File: src/hdl/mandelbrot_pixel_iterator_assert.svh
// Assertion helpers shared by the iterator RTL.
`ifndef MANDELBROT_PIXEL_ITERATOR_ASSERT_SVH
`define MANDELBROT_PIXEL_ITERATOR_ASSERT_SVH

// The consequent must hold in the same cycle as the antecedent.
`define MPI_ASSERT_SAME(label, clk, rst, ante, cons) \
   label: assert property (@(posedge clk) disable iff (rst) (ante) |-> (cons)) \
      else $error("%m: same-cycle check failed");

// The consequent must hold in the cycle after the antecedent.
`define MPI_ASSERT_NEXT(label, clk, rst, ante, cons) \
   label: assert property (@(posedge clk) disable iff (rst) (ante) |=> (cons)) \
      else $error("%m: next-cycle check failed");

`endif

File: src/hdl/mbp_pkg.sv
package mbp_pkg;

   // Width of the linear frame buffer address.
   localparam int AddrWidth = 19;
   // Width of the color and of the count output.
   localparam int ColorWidth = 16;
   localparam int CountOutWidth = 4;
   // Configuration data is as wide as the widest register.
   localparam int CsrDataWidth = 4;
   // Number of palette entries in indexed color mode.
   localparam int PaletteSize = 15;

   // Configuration register indexes.
   typedef enum logic [0:0] {
      CSR_INDEXED_COLORS = 1'b0,
      CSR_COLOR_SHIFT    = 1'b1
   } csr_index_type;

   // Control travelling with each item along the cell chain.
   typedef struct packed {
      logic valid;
      logic done;
   } mbp_ctl_type;

   // Remainder modulo 15 of an 8-bit count. Since 16 is 1 modulo 15, the sum
   // of the two nibbles has the same remainder and needs at most two subtracts.
   function automatic logic [3:0] mbp_mod_palette(input logic [7:0] value);
      logic [4:0] sum;
      sum = {1'b0, value[7:4]} + {1'b0, value[3:0]};
      if (sum >= 5'(PaletteSize)) begin
         sum = sum - 5'(PaletteSize);
      end
      if (sum >= 5'(PaletteSize)) begin
         sum = sum - 5'(PaletteSize);
      end
      return sum[3:0];
   endfunction

endpackage

File: src/hdl/mbp_cell.sv
module mbp_cell #(
   parameter int FRACTION_BITS = 10,
   parameter int ZW            = 20,
   parameter int CW            = 4
) (
   input  logic                             clock,
   input  logic                             reset,
   input  logic                             advance,
   input  mbp_pkg::mbp_ctl_type             ctl_i,
   input  logic signed [ZW-1:0]             zr_i,
   input  logic signed [ZW-1:0]             zi_i,
   input  logic signed [ZW-1:0]             cr_i,
   input  logic signed [ZW-1:0]             ci_i,
   input  logic [CW-1:0]                    count_i,
   input  logic [mbp_pkg::AddrWidth-1:0]    addr_i,
   output mbp_pkg::mbp_ctl_type             ctl_o,
   output logic signed [ZW-1:0]             zr_o,
   output logic signed [ZW-1:0]             zi_o,
   output logic signed [ZW-1:0]             cr_o,
   output logic signed [ZW-1:0]             ci_o,
   output logic [CW-1:0]                    count_o,
   output logic [mbp_pkg::AddrWidth-1:0]    addr_o
);
   import mbp_pkg::*;

   localparam int PW = 2 * ZW;
   localparam logic signed [PW-1:0] EscLimit = PW'(4 << FRACTION_BITS);

   logic signed [PW-1:0] prod_rr, prod_ii, prod_ri;
   logic signed [PW-1:0] zr2, zi2, zri, mag, zr_sum, zi_sum;
   logic                 escape;

   mbp_ctl_type          ctl_ff, ctl_in;
   logic signed [ZW-1:0] zr_ff, zr_in, zi_ff, zi_in, cr_ff, ci_ff;
   logic [CW-1:0]        count_ff, count_in;
   logic [AddrWidth-1:0] addr_ff;

   // One iteration step: square, test the magnitude, update Z and count down.
   always_comb begin
      prod_rr = zr_i * zr_i;
      prod_ii = zi_i * zi_i;
      prod_ri = zr_i * zi_i;
      zr2     = prod_rr >>> FRACTION_BITS;
      zi2     = prod_ii >>> FRACTION_BITS;
      zri     = prod_ri >>> (FRACTION_BITS - 1);
      mag     = zr2 + zi2;
      escape  = mag > EscLimit;
      zr_sum  = zr2 - zi2 + PW'(cr_i);
      zi_sum  = zri + PW'(ci_i);

      ctl_in   = ctl_i;
      zr_in    = zr_i;
      zi_in    = zi_i;
      count_in = count_i;
      // An item that already escaped passes through untouched.
      if (ctl_i.valid && !ctl_i.done) begin
         if (escape) begin
            ctl_in.done = 1'b1;
         end else begin
            zr_in    = zr_sum[ZW-1:0];
            zi_in    = zi_sum[ZW-1:0];
            count_in = count_i - CW'(1);
         end
      end
   end

   always_ff @(posedge clock) begin
      if (reset) begin
         ctl_ff <= '0;
      end else if (advance) begin
         ctl_ff <= ctl_in;
      end
   end

   always_ff @(posedge clock) begin
      if (advance) begin
         zr_ff    <= zr_in;
         zi_ff    <= zi_in;
         cr_ff    <= cr_i;
         ci_ff    <= ci_i;
         count_ff <= count_in;
         addr_ff  <= addr_i;
      end
   end

   assign ctl_o   = ctl_ff;
   assign zr_o    = zr_ff;
   assign zi_o    = zi_ff;
   assign cr_o    = cr_ff;
   assign ci_o    = ci_ff;
   assign count_o = count_ff;
   assign addr_o  = addr_ff;

endmodule

File: config.mk
export PLATFORM = sky130hd
export DESIGN_NAME = mbp_cell
export DESIGN_NICKNAME = d
export VERILOG_FILES = /design/src/hdl/mandelbrot_pixel_iterator_assert.svh /design/src/hdl/mbp_pkg.sv /design/src/hdl/mbp_cell.sv
export SDC_FILE = /design/constraint.sdc
export NUM_CORES = 2
export LEC_CHECK = 0
export BUFFER_PORTS_ARGS = -buffer_cell sky130_fd_sc_hd__buf_2
export CAP_MARGIN = 20
export CORE_MARGIN = 4
export CORE_UTILIZATION = 40
export CTS_CLUSTER_SIZE = 16
export DETAILED_ROUTE_END_ITERATION = 7
export PLACE_DENSITY = 0.64
export SYNTH_ARGS = -nofsm -noshare
export SYNTH_HDL_FRONTEND = slang
export SYNTH_SLANG_ARGS = --single-unit
File: constraint.sdc
create_clock -name clock -period 9.8 [get_ports clock]
set_input_delay 0.49 -clock clock [delete_from_list [all_inputs] [get_ports clock]]
set_output_delay 0.49 -clock clock [all_outputs]
set_load 0.01 [all_outputs]
[Yosys cells after proc, flatten, opt, wreduce, memory -nomap -nowiden]
Index checks and enable logic that the tools add are counted.
Word-level totals
  register bits after elaboration: 105
  bits of input ports: 108
  output and inout bits: 105
Operators by class
  add/sub/neg operators: 5
  multipliers: 3
  order comparisons: 1
  mux-type cells: 8
  reduce and logical (&&, ||, !) cells: 2
Operator list (count)
  $mul 20x20->40: 2
  $mux 20: 4
  $add 20x20->20: 2
  $add 30x30->31: 1
  $gt 31x14->1 const B: 1
  $mul 20x20->29: 1
  $sub 20x20->20: 1
  $mux 4: 2
  $sub 4x1->4 const B: 1
  $mux 1: 2
  $logic_and 1x1->1: 1
  $logic_not 1->1: 1

[Logic depth before layout (Yosys ltp)]
  depth in word-level cells: 5
  depth in mapped cells: 43
  gate-level depth less buffers: 41

[Least setup slack after synthesis]
OpenSTA, ideal clock, no wires.
  kind: input port to flip-flop
  start: input port zr_i[4]
  end: register zi_ff[5], in the netlist zi_o[5], data pin
  setup time: 262 ps
  data arrival time: 9930 ps
  slack: -392 ps
  stages on the path: 36
  path buffers: 3
  path through: clkbuf_1 clkbuf_1 nand2_1 fa_1 fa_1 inv_1 fa_1 fa_1 fa_1 fa_1 inv_1 fa_1 inv_1 ha_1 a21o_1 a21oi_1 nor2_1 o31a_1 o311a_1 o211ai_1 a21boi_1 o21ai_0 a21oi_1 or4_1 o311ai_0 ha_1 a221oi_1 o21ai_0 or3_1 or4_1 nor4_2 o2111ai_1 nor4_2 a31oi_1 buf_4 mux2_1
Between the ends
  longest elaborated chain between the ends: 5
  elaborated cells on any way between the ends: 7
  classes of those cells: 2 x add/sub; 2 x mul; 1 x order compare; 2 x mux
RTL lines
  from (decl): RTL line mbp_cell.sv:10  | input logic signed [ZW-1:0] zr_i,
  $mul 20x20->40: RTL line mbp_cell.sv:40  | prod_rr = zr_i * zr_i;
  $add 30x30->31: RTL line mbp_cell.sv:46  | mag = zr2 + zi2;
  $gt 31x14->1: RTL line mbp_cell.sv:47  | escape = mag > EscLimit;
  $mux 20 *: RTL line mbp_cell.sv:57  | if (escape) begin
  $mux 20 *: RTL line mbp_cell.sv:56  | if (ctl_i.valid && !ctl_i.done) begin
  named net zi_in[5]: RTL line mbp_cell.sv:34  | logic signed [ZW-1:0] zr_ff, zr_in, zi_ff, zi_in, cr_ff, ci_ff;
  to (signal assigned): RTL line mbp_cell.sv:78  | zi_ff <= zi_in;
  to (decl): RTL line mbp_cell.sv:34
The timed path passes the listed nets; every way through them passes the cells marked *.
A chain may end at the register's enable or synchronous reset.

[Worst setup path in the final report]
  start: input port zr_i[9]
  end: register zi_ff[0], in the netlist zi_o[0], data pin
The elaborated chain is that of the path after synthesis.

==> results.json <==
{
  "hp-class": "input pin to flip-flop",
  "path_buf_inv": 13,
  "cpMaxStageDelayCell": "fa_1",
  "cts_tree": "yes",
  "first_pass_iters": 5,
  "drive_above_1_share_pct": 20.7,
  "path_clk_slew_ns": 0.09,
  "place_ws_ns": -0.824,
  "critPathCaptureType": "flip-flop",
  "num-fill-cells": 10200,
  "status": "complete, no violations",
  "async_reset_ff_share_pct": 0,
  "fin_crit_sh_pct": 98.7,
  "rsz0062_at_grt": "true",
  "worst_ep_arrival_time_ns": 9.84,
  "yosys_warnings": 0,
  "critical_path_class": "input pin to flip-flop",
  "netlist_area_um2": 44300,
  "synthesis.nets": 6229,
  "via_per_inst": 4.84,
  "cp_max_fo": 6,
  "core_area_um2": 109000,
  "startpoint_type": "input pin",
  "synth_area_per_cell_um2": 9.50,
  "clock_skew_ns": 0,
  "timing.fmax_ghz": 0.103,
  "seq_area_um2": 3130,
  "fin_ws_ns": 0.129,
  "ant_nets": 0,
  "cts-root-buf": "clkbuf_16",
  "grt_start_max_net_pins": 58,
  "layoutNonFillerInstCount": 6894,
  "cap_viol_max_count": 0,
  "die_w_um": 341,
  "initial_utilization_pct": 40.5,
  "grt_pass1_wl_um": 200000,
  "cp_top_family": "adder cells",
  "num_io_pins": 213,
  "cts_buffers": 9,
  "drtIter0Drc": 1966,
  "slew_headroom_pct": 35.7,
  "rows": 121,
  "tightest_slew_ns": 0.965,
  "cp_slowest_stage_delay_ns": 0.56,
  "clk_latency_ns": 0.43,
  "portBuffers": 212,
  "finalSetupViolCount": 0,
  "cts_buffer_depth": 2,
  "h-tree-depth": 3,
  "areaGrowthSynthToFinish_pct": 20.8,
  "synth_edf_count": 103,
  "nets": 6977,
  "crit_required_ns": 9.96,
  "multi_input_area_um2": 36600,
  "routedWlPerCell_um": 17.8,
  "seq_area_frac_synth_pct": 7.08,
  "vias": 33400,
  "reg2reg_slack_ns": 9.11,
  "hpwl_um": 106000,
  "synth_seq_cells": 105,
  "track_usage_pct": 22.0,
  "syn_inst": 4660,
  "synthDistinctLibCells": 74,
  "period_minus_slack_ns": 9.67,
  "setup_tns_ns": 0,
  "synth_ff_type": "edfxtp_1",
  "die_y_um": 341,
  "dp.cells": 6844,
  "final-hold-violation-count": 0,
  "drc_errors": 0,
  "slew_violations": 0,
  "clock-sinks": 105,
  "overflow": 0,
  "die_area_um2": 116000,
  "cts.hold.buffers_added": 0,
  "place.gp.congestion": 0.908,
  "routed_wl_um": 123000,
  "antenna_found_initial": 9,
  "grt_pass1_vias": 37000
}
==> layout by cell type (no fill, tap or decap), types with 9 or more instances in the layout <==
| cell | count |
|---|---|
| a21o_1 | 40 |
| a21oi_1 | 77 |
| a31oi_1 | 10 |
| and2_1 | 249 |
| and2_4 | 19 |
| and3_1 | 15 |
| buf_12 | 20 |
| buf_2 | 182 |
| buf_4 | 641 |
| buf_6 | 40 |
| buf_8 | 11 |
| clkbuf_16 | 9 |
| edfxtp_1 | 103 |
| fa_1 | 1054 |
| fa_2 | 26 |
| ha_1 | 366 |
| ha_4 | 15 |
| inv_1 | 1235 |
| inv_2 | 20 |
| nand2_1 | 472 |
| nand2_2 | 20 |
| nand2b_1 | 23 |
| nand3_1 | 24 |
| nand4_1 | 12 |
| nor2_1 | 152 |
| nor2_2 | 9 |
| nor2b_1 | 35 |
| nor3_1 | 31 |
| o21a_1 | 29 |
| o21ai_0 | 51 |
| o21ai_1 | 28 |
| xnor2_1 | 125 |
| xor2_1 | 56 |
==> cell families (layout without fill, tap and decap cells) <==
logic type	count (synthesis)	in the layout	share of synthesized area, %
compound gates	360	360	5.32
xor+xnor	186	186	3.68
fa+ha+maj	1461	1461	59.6
buf+inv	1428	2180	12.2
flops	105	105	7.08
mux	12	12	0.302
other cells	0	6	0
simple gates	1108	1108	11.9
==> final timing paths <==
check / start / end / depth (start not counted)
worst max-delay path: zr_i[9] / zi_o[0] / 41
worst min register to register: ctl_o[0] / ctl_o[0] / 2
worst min-delay path: reset / ctl_o[0] / 2
worst max register to register: ctl_o[0] / ctl_o[0] / 2
==> Yosys cell counts, types with 9 or more instances <==
cell          n  share of area [%]
nand2b_1     23               0.33
o21a_1       29               0.49
a21oi_1      86               0.97
nand3_1      25               0.28
nor2b_1      36               0.51
inv_1      1254                 11
o2111ai_1     9               0.18
xnor2_1     130                2.6
o21ai_0      71               0.80
nand4_1      12               0.17
o21ai_1      14               0.16
a211oi_1     11               0.19
a21o_1       40               0.68
and3_1       16               0.23
fa_1       1080                 49
clkbuf_1    152                1.3
a31oi_1      13               0.18
edfxtp_1    103                7.0
clkinv_1      9              0.076
and2_1      269                3.8
nor2_1      167                1.4
ha_1        381                 11
xor2_1       56                1.1
nand2_1     497                4.2
a21boi_0     10               0.17
nor3_1       33               0.37
==> sequential cells by signal (all words and copies together) (netlist names) <==
name,cells
ci_o,20
cr_o,20
ctl_o,2
zi_o,20
addr_o,19
zr_o,20
count_o,4
==> layer usage <==
metal  GRT usage [%]  vias up  share of wire (%)
li1                -    15300                  -
met2            37.7      917                 49
met4            6.12        6                3.2
met5               0        -              0.038
met3            3.67      176                6.4
met1            28.9    17000                 42
==> repair_timing <==
action | 4_1_cts | 5_1_grt
endpoints found under the setup margin | 45 | 45
buffers inserted | 17 | 10
resized for setup | 150 | 197
hold endpoints to repair | 0 | 0
pin swaps | 70 | 107
gates cloned | 4 | 0
==> per-stage QoR <==
| step | utilization [%] | hold slack [ns] | instance area [µm²] |
|---|---|---|---|
| after detailed placement | 47.3 | 0.489 | 51700 |
| after global routing | 48.9 | 0.209 | 53500 |
| after CTS | 48.2 | 0.189 | 52700 |
| after global placement | 47.3 | 0.479 | 51700 |
| final | 48.9 | 0.223 | 53500 |
| after floorplan | - | 0.515 | 44300 |
==> cell type report <==
| class | instances | share of cell area, % |
|---|---|---|
| Antenna cell | 6 | 0.0281 |
| Sequential cell | 105 | 5.86 |
| Inverter | 1263 | 8.89 |
| Clock buffer | 9 | 0.421 |
| Tap cell | 1476 | 3.45 |
| Clock inverter | 6 | 0.101 |
| Timing Repair Buffer | 902 | 12.9 |
| Multi-Input combinational cell | 3127 | 68.4 |
Power is not shown: default switching activity piles up to over one toggle a cycle in this logic, so the estimate is an artifact.
