==> src/hdl/mandelbrot_pixel_iterator_assert.svh <==
// Assertion helpers shared by the iterator RTL.
`ifndef MANDELBROT_PIXEL_ITERATOR_ASSERT_SVH
`define MANDELBROT_PIXEL_ITERATOR_ASSERT_SVH

// The consequent must hold in the same cycle as the antecedent.
`define MPI_ASSERT_SAME(label, clk, rst, ante, cons) \
   label: assert property (@(posedge clk) disable iff (rst) (ante) |-> (cons)) \
      else $error("%m: same-cycle check failed");

// The consequent must hold in the cycle after the antecedent.
`define MPI_ASSERT_NEXT(label, clk, rst, ante, cons) \
   label: assert property (@(posedge clk) disable iff (rst) (ante) |=> (cons)) \
      else $error("%m: next-cycle check failed");

`endif

==> src/hdl/mbp_pkg.sv <==
package mbp_pkg;

   // Width of the linear frame buffer address.
   localparam int AddrWidth = 19;
   // Width of the color and of the count output.
   localparam int ColorWidth = 16;
   localparam int CountOutWidth = 4;
   // Configuration data is as wide as the widest register.
   localparam int CsrDataWidth = 4;
   // Number of palette entries in indexed color mode.
   localparam int PaletteSize = 15;

   // Configuration register indexes.
   typedef enum logic [0:0] {
      CSR_INDEXED_COLORS = 1'b0,
      CSR_COLOR_SHIFT    = 1'b1
   } csr_index_type;

   // Control travelling with each item along the cell chain.
   typedef struct packed {
      logic valid;
      logic done;
   } mbp_ctl_type;

   // Remainder modulo 15 of an 8-bit count. Since 16 is 1 modulo 15, the sum
   // of the two nibbles has the same remainder and needs at most two subtracts.
   function automatic logic [3:0] mbp_mod_palette(input logic [7:0] value);
      logic [4:0] sum;
      sum = {1'b0, value[7:4]} + {1'b0, value[3:0]};
      if (sum >= 5'(PaletteSize)) begin
         sum = sum - 5'(PaletteSize);
      end
      if (sum >= 5'(PaletteSize)) begin
         sum = sum - 5'(PaletteSize);
      end
      return sum[3:0];
   endfunction

endpackage

==> src/hdl/mbp_map.sv <==
module mbp_map #(
   parameter int LINE_WIDTH    = 640,
   parameter int LINE_COUNT    = 480,
   parameter int FRACTION_BITS = 10,
   parameter int ZW            = 20,
   parameter int CW            = 4,
   parameter int MAX_ITER      = 15
) (
   input  logic                             clock,
   input  logic                             reset,
   input  logic                             advance,
   input  logic                             req_valid,
   input  logic [9:0]                       pixel_x,
   input  logic [8:0]                       pixel_y,
   output mbp_pkg::mbp_ctl_type             ctl_o,
   output logic signed [ZW-1:0]             zr_o,
   output logic signed [ZW-1:0]             zi_o,
   output logic signed [ZW-1:0]             cr_o,
   output logic signed [ZW-1:0]             ci_o,
   output logic [CW-1:0]                    count_o,
   output logic [mbp_pkg::AddrWidth-1:0]    addr_o
);
   import mbp_pkg::*;

   localparam int FixOne = 1 << FRACTION_BITS;
   localparam int StepXInt = (4 * FixOne) / LINE_WIDTH;
   localparam int StepYInt = (4 * FixOne) / LINE_COUNT;
   localparam logic [ZW-1:0] StepX = ZW'(StepXInt);
   localparam logic [ZW-1:0] StepY = ZW'(StepYInt);
   localparam logic [ZW-1:0] TwoOne = ZW'(2 * FixOne);
   localparam logic [AddrWidth-1:0] LineStride = AddrWidth'(LINE_WIDTH);

   mbp_ctl_type          ctl_ff, ctl_in;
   logic [ZW-1:0]        cr_in, ci_in;
   logic signed [ZW-1:0] cr_ff, ci_ff;
   logic [AddrWidth-1:0] addr_ff, addr_in;

   // Map the pixel to the complex plane and form its linear address.
   always_comb begin
      ctl_in.valid = req_valid;
      ctl_in.done  = 1'b0;
      cr_in   = ZW'(pixel_x) * StepX - TwoOne;
      ci_in   = ZW'(pixel_y) * StepY - TwoOne;
      addr_in = AddrWidth'(pixel_x) + AddrWidth'(pixel_y) * LineStride;
   end

   always_ff @(posedge clock) begin
      if (reset) begin
         ctl_ff <= '0;
      end else if (advance) begin
         ctl_ff <= ctl_in;
      end
   end

   always_ff @(posedge clock) begin
      if (advance) begin
         cr_ff   <= $signed(cr_in);
         ci_ff   <= $signed(ci_in);
         addr_ff <= addr_in;
      end
   end

   // Z starts at C and the count at its maximum.
   assign ctl_o   = ctl_ff;
   assign zr_o    = cr_ff;
   assign zi_o    = ci_ff;
   assign cr_o    = cr_ff;
   assign ci_o    = ci_ff;
   assign count_o = CW'(MAX_ITER);
   assign addr_o  = addr_ff;

endmodule

==> config.mk <==
export PLATFORM = sky130hd
export DESIGN_NAME = mbp_map
export DESIGN_NICKNAME = d
export VERILOG_FILES = /design/src/hdl/mandelbrot_pixel_iterator_assert.svh /design/src/hdl/mbp_pkg.sv /design/src/hdl/mbp_map.sv
export SDC_FILE = /design/constraint.sdc
export NUM_CORES = 1
export LEC_CHECK = 0
export BUFFER_PORTS_ARGS = -buffer_cell sky130_fd_sc_hd__buf_2
export CAP_MARGIN = 20
export CELL_PAD_IN_SITES_DETAIL_PLACEMENT = 1
export CELL_PAD_IN_SITES_GLOBAL_PLACEMENT = 2
export CORE_MARGIN = 1.5
export CORE_UTILIZATION = 30
export DETAILED_ROUTE_END_ITERATION = 16
export PLACE_DENSITY_LB_ADDON = 0.12
export REMOVE_ABC_BUFFERS = 1
export SETUP_SLACK_MARGIN = 0.3
export SLEW_MARGIN = 15
export SYNTH_ARGS = -nofsm -noshare
export SYNTH_HDL_FRONTEND = slang
export SYNTH_SLANG_ARGS = --single-unit
==> constraint.sdc <==
create_clock -name clock -period 7.4 [get_ports clock]
set_clock_uncertainty 0.1 [all_clocks]
set_input_delay 1.48 -clock clock [delete_from_list [all_inputs] [get_ports clock]]
set_output_delay 1.48 -clock clock [all_outputs]
set_load 0.02 [all_outputs]
After elaboration in Yosys (flattened, before gate mapping)

Index checks and enable logic that the tools add are counted.

Logic and storage cells: 9
Bits of input ports: 23
Register bits after elaboration: 60
Output and inout port bits: 105

Add/sub/neg operators: 3
$mul: 2

Operators with widths:

| operator               | count |
|---|---|
| $add 10x19->19         | 1 |
| $sub 13x12->14 const B | 1 |
| $sub 12x12->13 const B | 1 |
| $mul 10x2->12 const B  | 1 |
| $mul 9x3->12 const B   | 1 |

Logic depth before layout (Yosys ltp)

Gate-level depths: netlist of run 1.

Depth after elaboration: 2
Gate-level depth with buffers: 11
Mapped depth without buffers: 11

Least setup slack after synthesis of run 1

Ideal clock, no wire load.

Path kind: input to register
Start point: input port pixel_y[1]
End point: register addr_ff[18], in the netlist addr_o[18], data pin
Path buffers: 0
Setup time: 142 ps
Required time: 7158 ps
Cell stages on the path: 9
Path slack: 3384 ps
Data arrival time: 3774 ps
Cell sequence: ha_1 -> ha_1 -> fa_1 -> a211o_1 -> a211o_1 -> a221oi_2 -> nand2_1 -> a2111o_1 -> o21ai_2

Word-level cells in the longest chain between the ends: 2

Ends and longest elaborated chain:

| element               | RTL line      | text |
|---|---|---|
| from (decl)           | mbp_map.sv:14 | `input logic [8:0] pixel_y,` |
| $mul 9x3->12          | mbp_map.sv:44 | `addr_in = AddrWidth'(pixel_x) + AddrWidth'(pixel_y) * LineStride;` |
| $add 10x19->19        | mbp_map.sv:44 |  |
| named net addr_in[18] | mbp_map.sv:36 | `logic [AddrWidth-1:0] addr_ff, addr_in;` |
| to (signal assigned)  | mbp_map.sv:59 | `addr_ff <= addr_in;` |
| to (decl)             | mbp_map.sv:36 |  |

The timed path passes the listed nets, and every way through them passes these cells.
A chain may end at the register's enable or synchronous reset.

Final worst setup path of run 1

Ends and elaborated chain as after synthesis.

==> results of run 1 <==
==> cell type report <==
class	count	area, um^2	area share
Clock buffer	7	76.3	0.0246
Sequential cell	41	1220	0.394
Inverter	11	41.3	0.0133
Tap cell	108	135	0.0436
Timing Repair Buffer	114	571	0.184
Clock inverter	1	5.00	0.00161
Multi-Input combinational cell	131	1050	0.339
==> state kept, by name, summed over array words and instances, names as in the netlist <==
register and cells:
ctl_o 1, cr_o 12, ci_o 9, addr_o 19
==> worst paths after layout <==
check | endpoint | slack (ns) | cells after the start
worst max-delay path | addr_o[18] | 3.39 | 10
worst min-delay path | ctl_o[1] | 0.40 | 2
worst max register to register | ctl_o[1] | 6.72 | 2
worst min register to register | ctl_o[1] | 0.40 | 2
==> tightest hold or removal path: stages, from the launching register on <==
cell and delay (ns):
sky130_fd_sc_hd__dfxtp_1 0.33, sky130_fd_sc_hd__mux2i_1 0.06, sky130_fd_sc_hd__nor2_1 0.07
==> logic make-up (layout without fill, tap and decap cells) <==
group / count (synthesis) / count (layout) / synth area share
compound gates: 33 / 33 / 0.0850
other cells: 2 / 13 / 0.00273
buf+inv: 75 / 133 / 0.190
flops: 41 / 41 / 0.444
simple gates: 32 / 32 / 0.0582
fa+ha+maj: 32 / 32 / 0.154
xor+xnor: 20 / 20 / 0.0636
mux: 1 / 1 / 0.00364
==> power breakdown <==
| part | switching, mW | internal [mW] |
|---|---|---|
| Combinational | 0.167 | 0.0886 |
| Sequential | 0.0126 | 0.294 |
| Clock | 0.0744 | 0.0663 |
| Total | 0.254 | 0.448 |
==> routing by layer <==
metal,GRT usage,wire [um],vias up
met5,0,0,-
met4,0.0396,76,0
met3,0.0199,294,6
met2,0.186,2580,69
met1,0.138,2480,822
li1,-,-,881
==> cells in the final DEF (no fill, tap or decap), types with 2 or more instances in the layout <==
| master | count |
|---|---|
| sky130_fd_sc_hd__nor2_1 | 9 |
| sky130_fd_sc_hd__xor2_1 | 5 |
| sky130_fd_sc_hd__clkbuf_8 | 5 |
| sky130_fd_sc_hd__fa_1 | 3 |
| sky130_fd_sc_hd__nand2_1 | 8 |
| sky130_fd_sc_hd__nand2b_1 | 2 |
| sky130_fd_sc_hd__nand3_1 | 2 |
| sky130_fd_sc_hd__o21ai_0 | 4 |
| sky130_fd_sc_hd__conb_1 | 13 |
| sky130_fd_sc_hd__inv_1 | 11 |
| sky130_fd_sc_hd__xnor2_1 | 15 |
| sky130_fd_sc_hd__nor3_1 | 3 |
| sky130_fd_sc_hd__a21oi_1 | 9 |
| sky130_fd_sc_hd__edfxtp_1 | 40 |
| sky130_fd_sc_hd__a21o_1 | 5 |
| sky130_fd_sc_hd__clkbuf_1 | 2 |
| sky130_fd_sc_hd__a211o_1 | 2 |
| sky130_fd_sc_hd__ha_1 | 29 |
| sky130_fd_sc_hd__buf_2 | 114 |
| sky130_fd_sc_hd__o211ai_1 | 2 |
==> metrics by stage <==
step	setup slack (ns)	area, um^2	hold WS [ns]	cells	power [mW]
after floorplan	3.34	2310	0.479	183	0.480
after global placement	3.13	3020	0.374	405	0.570
after detailed placement	3.07	3020	0.387	405	0.570
after CTS	3.39	3100	0.408	413	0.716
after global routing	3.24	3100	0.464	413	0.743
final	3.39	3100	0.397	413	0.702
==> metrics.md, run 1 <==
| Metric | Value |
|---|---|
| Most used standard cells in the synthesized netlist | sky130_fd_sc_hd__buf_4 (64), sky130_fd_sc_hd__edfxtp_1 (40), sky130_fd_sc_hd__ha_1 (29) |
| Most common cell in the synthesized netlist | sky130_fd_sc_hd__buf_4 |
| Area contributors post-synth | sky130_fd_sc_hd__edfxtp_1 (44%), sky130_fd_sc_hd__buf_4 (17%), sky130_fd_sc_hd__ha_1 (13%) |
| Cell type with the largest total area after synthesis | sky130_fd_sc_hd__edfxtp_1 |
| Worst max-slew margin expressed relative to the limit | 0.359 |
| Startpoint of the most critical hold path | ctl_o[1] |
| Number of top-level pins | 128 |
| Post-synth EDFFs | 40 |
| Starting density of the core | 0.313 |
| Synth top area share | 0.436 |
| Antenna violations before repair | 0 |
| Post-detailed-route DRC marker count | 11 |
| Worst Tran Pin Value | 0.961 ns |
| Count of state elements after synthesis | 41 |
| Fin. Hold Viols | 0 |
| Iteration-0 DRC Markers | 36 |
| Path category of the worst min-delay check | reg2reg |
| Filler cell count | 1,026 |
| Endpoint kind of the worst setup timing path | flip-flop |
| Number of post-CTS setup repair buffers | 0 |
| Largest net degree at the start of global routing | 42 |
| Area of the core region | 8810 um^2 |
| Wirelength per Cell | 13.1 um |
| Number of endpoints failing setup at the final stage | 0 |
| Yosys Warn Count | 0 |
| Biggest fanout along the worst timing path | 4 |
| Resized cells post-CTS | 0 |
| Floorplan row count | 34 |
| CTS Root Buffer Type | sky130_fd_sc_hd__clkbuf_8 |
| Final slew viol count | 0 |
| Arr. time, crit path | 4.06 ns |
| Number of instances in the synthesized netlist | 236 |
| Worst Path Required | 7.45 ns |
| Startpoint type of the worst setup path | input pin |
| Crit path launch | pixel_y[1] |
| Outcome | finished with violations |
| ANT cells | 0 |
| First-pass GRT wire length | 8370 um |
| Number of global-route vias before repair | 1,690 |
| Share of flip-flops with an asynchronous set or reset after synthesis | 0 |
| Die width | 98.8 um |
| Setup repair after global routing missed its margin | no |
| Post-synthesis instance area | 2750 um^2 |
| Number of buffers between clock root and the deepest sink | 2 |
| Library cells used by synthesis | 39 |
| MaxCap Viol Count | 0 |
| Global-route total usage across every layer | 0.109 |
| Hold-fix buffers at CTS | 0 |
| Setup total negative slack | 0 ns |
| Portion of the clock cycle consumed by the worst path in the final layout | 0.542 |
| Lkg Pwr | 1.47 nW |
| Detailed-router iteration count before antenna repair | 10 |
| Growth of design area from synthesis to finish | 12.6% |
| Count of buffer and inverter cells on the critical path | 1 |
| Sink Count | 41 |
| Ratio of routed vias to standard cells | 4.31 |
| Predominant post-synthesis flop cell | sky130_fd_sc_hd__edfxtp_1 |
| Grt ovf | 0 |
| Delay contributed by the slowest stage of the critical path | 0.42 ns |
| Worst setup path class | in2reg |
| Worst reg2reg path startpoint | ctl_o[1] |
| TritonCTS clock tree | yes |
| Gate family responsible for the most delay along the worst path | compound AO/OA/AOI/OAI gates |
| Final critical delay including setup and external delays | 4.01 ns |
| Fraction of layout instances using a drive strength above 1 | 0.407 |
| Post-layout util | 0.352 |
| Detailed placement HPWL | 4390 um |
| Sequential-to-total area share from yosys stat | 0.444 |
| H-tree level count | 2 |
| Number of buffers created by CTS | 5 |
| Placer Congestion | 0.769 |
| IO Port Bufs | 114 |
| Clock latency reported for the late side of the worst-skew pair | 0.28 ns |
| Clock transition at the registers of the reported paths | 0.08 ns |
| Via total after detailed routing | 1,778 |
| Wire length reported by the detailed router | 5430 um |
| Floorplan die area | 9760 um^2 |
| Worst supply voltage drop on vdd | 0.0575 mV |
| Final layout net count | 359 |
| Fmax | 249 MHz |
| Power per cell area | 226 nW/um^2 |
| Critical-path top delay cell | sky130_fd_sc_hd__fa_1 |
| Cells along the critical path | buf_2 -> ha_1 -> ha_1 -> fa_1 -> a211o_1 -> a211o_1 -> a221oi_2 -> nand2_1 -> a2111o_1 -> o21ai_2 |
| Post-synthesis area per instance | 11.7 um^2 |
| Number of nets with antenna violations after detailed routing | 0 |
| Vertical extent of the die | 98.8 um |
| Violated checks | DRC |
(Power assumes the default switching activity.)
==> inputs of run 2 (changes only) <==
--- a/config.mk
+++ b/config.mk
@@ -10,7 +10,7 @@
 export CELL_PAD_IN_SITES_DETAIL_PLACEMENT = 1
 export CELL_PAD_IN_SITES_GLOBAL_PLACEMENT = 2
 export CORE_MARGIN = 1.5
-export CORE_UTILIZATION = 30
+export CORE_UTILIZATION = 28
 export DETAILED_ROUTE_END_ITERATION = 16
 export PLACE_DENSITY_LB_ADDON = 0.12
 export REMOVE_ABC_BUFFERS = 1
==> constraint.sdc (replaced) <==
create_clock -name clock -period 3.9 [get_ports clock]
set_clock_uncertainty 0.1 [all_clocks]
set_input_delay 0.78 -clock clock [delete_from_list [all_inputs] [get_ports clock]]
set_output_delay 0.78 -clock clock [all_outputs]
set_load 0.02 [all_outputs]
==> metrics.md, run 2 (synthesis gave the netlist of run 1 again) <==
| Metric | Value |
|---|---|
| Switching power | 487 uW |
| Detailed-router iteration count before antenna repair | 4 |
| Outcome | completed |
| Worst slack on hold paths | 0.422 ns |
| Number of post-CTS setup repair buffers | 0 |
| Path category of the worst min-delay check | reg2reg |
| Final worst setup slack | 0.560 ns |
| Sink Count | 41 |
| Fmax | 299 MHz |
| Wirelength per Cell | 12.8 um |
| Power per cell area | 426 nW/um^2 |
| Growth of design area from synthesis to finish | 13.6% |
| Worst supply voltage drop on vdd | 0.116 mV |
| Number of top-level pins | 128 |
| Final slew viol count | 0 |
| Worst max-slew margin expressed relative to the limit | 0.358 |
| Wire length reported by the detailed router | 5590 um |
| Final critical delay including setup and external delays | 3.34 ns |
| Arr. time, crit path | 3.39 ns |
| Clock transition at the registers of the reported paths | 0.08 ns |
| Detailed placement HPWL | 4460 um |
| Setup repair after global routing missed its margin | no |
| Ratio of routed vias to standard cells | 4.13 |
| Lkg Pwr | 1.47 nW |
| Combinational fraction of design power | 0.362 |
| Count of placed standard cells in the final layout, fillers left out | 437 |
| Hold-fix buffers at CTS | 0 |
| Global-route total usage across every layer | 0.106 |
| Top library cells by usage in the layout, fill and taps aside | sky130_fd_sc_hd__buf_2 (114), sky130_fd_sc_hd__edfxtp_1 (40), sky130_fd_sc_hd__ha_1 (29) |
| Area of the core region | 9640 um^2 |
| Number of global-route vias before repair | 1,726 |
| Critical-path top delay cell | sky130_fd_sc_hd__fa_1 |
| Startpoint type of the worst setup path | input pin |
| Endpoint kind of the worst setup timing path | flip-flop |
| Internal power contribution | 846 uW |
| Number of nets with antenna violations after detailed routing | 0 |
| H-tree level count | 2 |
| Leading cell type in the layout, fill and taps excluded | sky130_fd_sc_hd__buf_2 |
| Post-detailed-route DRC marker count | 0 |
| Vertical extent of the die | 102 um |
| Grt ovf | 0 |
| Starting density of the core | 0.286 |
| Largest net degree at the start of global routing | 42 |
| Placer Congestion | 0.701 |
| Floorplan die area | 10,400 um^2 |
| Setup total negative slack | 0 ns |
| Net Sw Frac | 0.365 |
| Cells along the critical path | buf_2 -> ha_1 -> ha_1 -> fa_1 -> a211o_1 -> a211o_1 -> a221oi_2 -> nand2_1 -> a2111o_1 -> o21ai_2 |
| Delay contributed by the slowest stage of the critical path | 0.41 ns |
| Antenna violations before repair | 0 |
| Iteration-0 DRC Markers | 19 |
| Count of buffer and inverter cells on the critical path | 1 |
| Clock share of power | 0.202 |
| Number of buffers created by CTS | 5 |
| Final layout net count | 359 |
| First-pass GRT wire length | 8600 um |
| Resized cells post-CTS | 0 |
| Post-layout util | 0.324 |
| TritonCTS clock tree | yes |
| ANT cells | 0 |
| DP Worst Slack | 0.243 ns |
| Gate family responsible for the most delay along the worst path | compound AO/OA/AOI/OAI gates |
| Number of buffers between clock root and the deepest sink | 2 |
| Portion of the clock cycle consumed by the worst path in the final layout | 0.856 |
| Biggest fanout along the worst timing path | 4 |
| Die width | 102 um |
| Number of endpoints failing setup at the final stage | 0 |
| CTS Root Buffer Type | sky130_fd_sc_hd__clkbuf_8 |
| Post-route total power | 1.33 mW |
| Worst Path Required | 3.95 ns |
| Worst Tran Pin Value | 0.963 ns |
| Filler cell count | 1,163 |
| Floorplan row count | 36 |
| Fraction of layout instances using a drive strength above 1 | 0.405 |
| Fin. Hold Viols | 0 |
| Clock latency reported for the late side of the worst-skew pair | 0.29 ns |
| IO Port Bufs | 114 |
| Finished Cell Area | 3130 um^2 |
| Relative contribution of sequential cells to total power | 0.436 |
| Post-Place Cell Area | 3050 um^2 |
| Placed cells | 430 |
| MaxCap Viol Count | 0 |
| Worst setup path class | in2reg |
| Flip-flop count of the largest register, all copies and words added | 19 |
| Via total after detailed routing | 1,805 |
[run 2: power groups by stage]
| stage | clock [mW] | combinational, mW | sequential, mW |
|---|---|---|---|
| 2_1_floorplan | 0 | 0.168 | 0.742 |
| 3_3_place_gp | 0 | 0.491 | 0.590 |
| 3_5_place_dp | 0 | 0.491 | 0.593 |
| 4_1_cts | 0.281 | 0.492 | 0.583 |
| 5_1_grt | 0.301 | 0.532 | 0.590 |
| 6_report | 0.269 | 0.483 | 0.581 |
[run 2: layer usage]
layer,GRT usage,share of wire,vias to the layer above
met5,0,0,-
met4,0.0285,0.011,0
met3,0.0212,0.053,6
met2,0.183,0.50,54
met1,0.136,0.44,864
li1,-,-,881
[run 2: layout make-up]
cell class,count,area (um^2),area share
clock buffers,6,72.6,0.0232
clock inverters,1,3.75,0.00120
inverters,11,41.3,0.0132
multi-input cells,131,1050,0.336
flip-flops and latches,41,1220,0.391
well taps,133,166,0.0532
repair buffers,114,571,0.182
[run 2: worst paths after layout]
kind / startpoint / to / slack [ns] / depth (start not counted)
max: pixel_y[1] / addr_o[18] / 0.56 / 10
min reg2reg: ctl_o[1] / ctl_o[1] / 0.42 / 2
max reg2reg: ctl_o[1] / ctl_o[1] / 3.21 / 2
min: ctl_o[1] / ctl_o[1] / 0.42 / 2
[run 2: worst min-delay path, stage by stage, from the launching register on]
cell	delay, ns
sky130_fd_sc_hd__dfxtp_1	0.34
sky130_fd_sc_hd__mux2i_1	0.07
sky130_fd_sc_hd__nor2_1	0.08
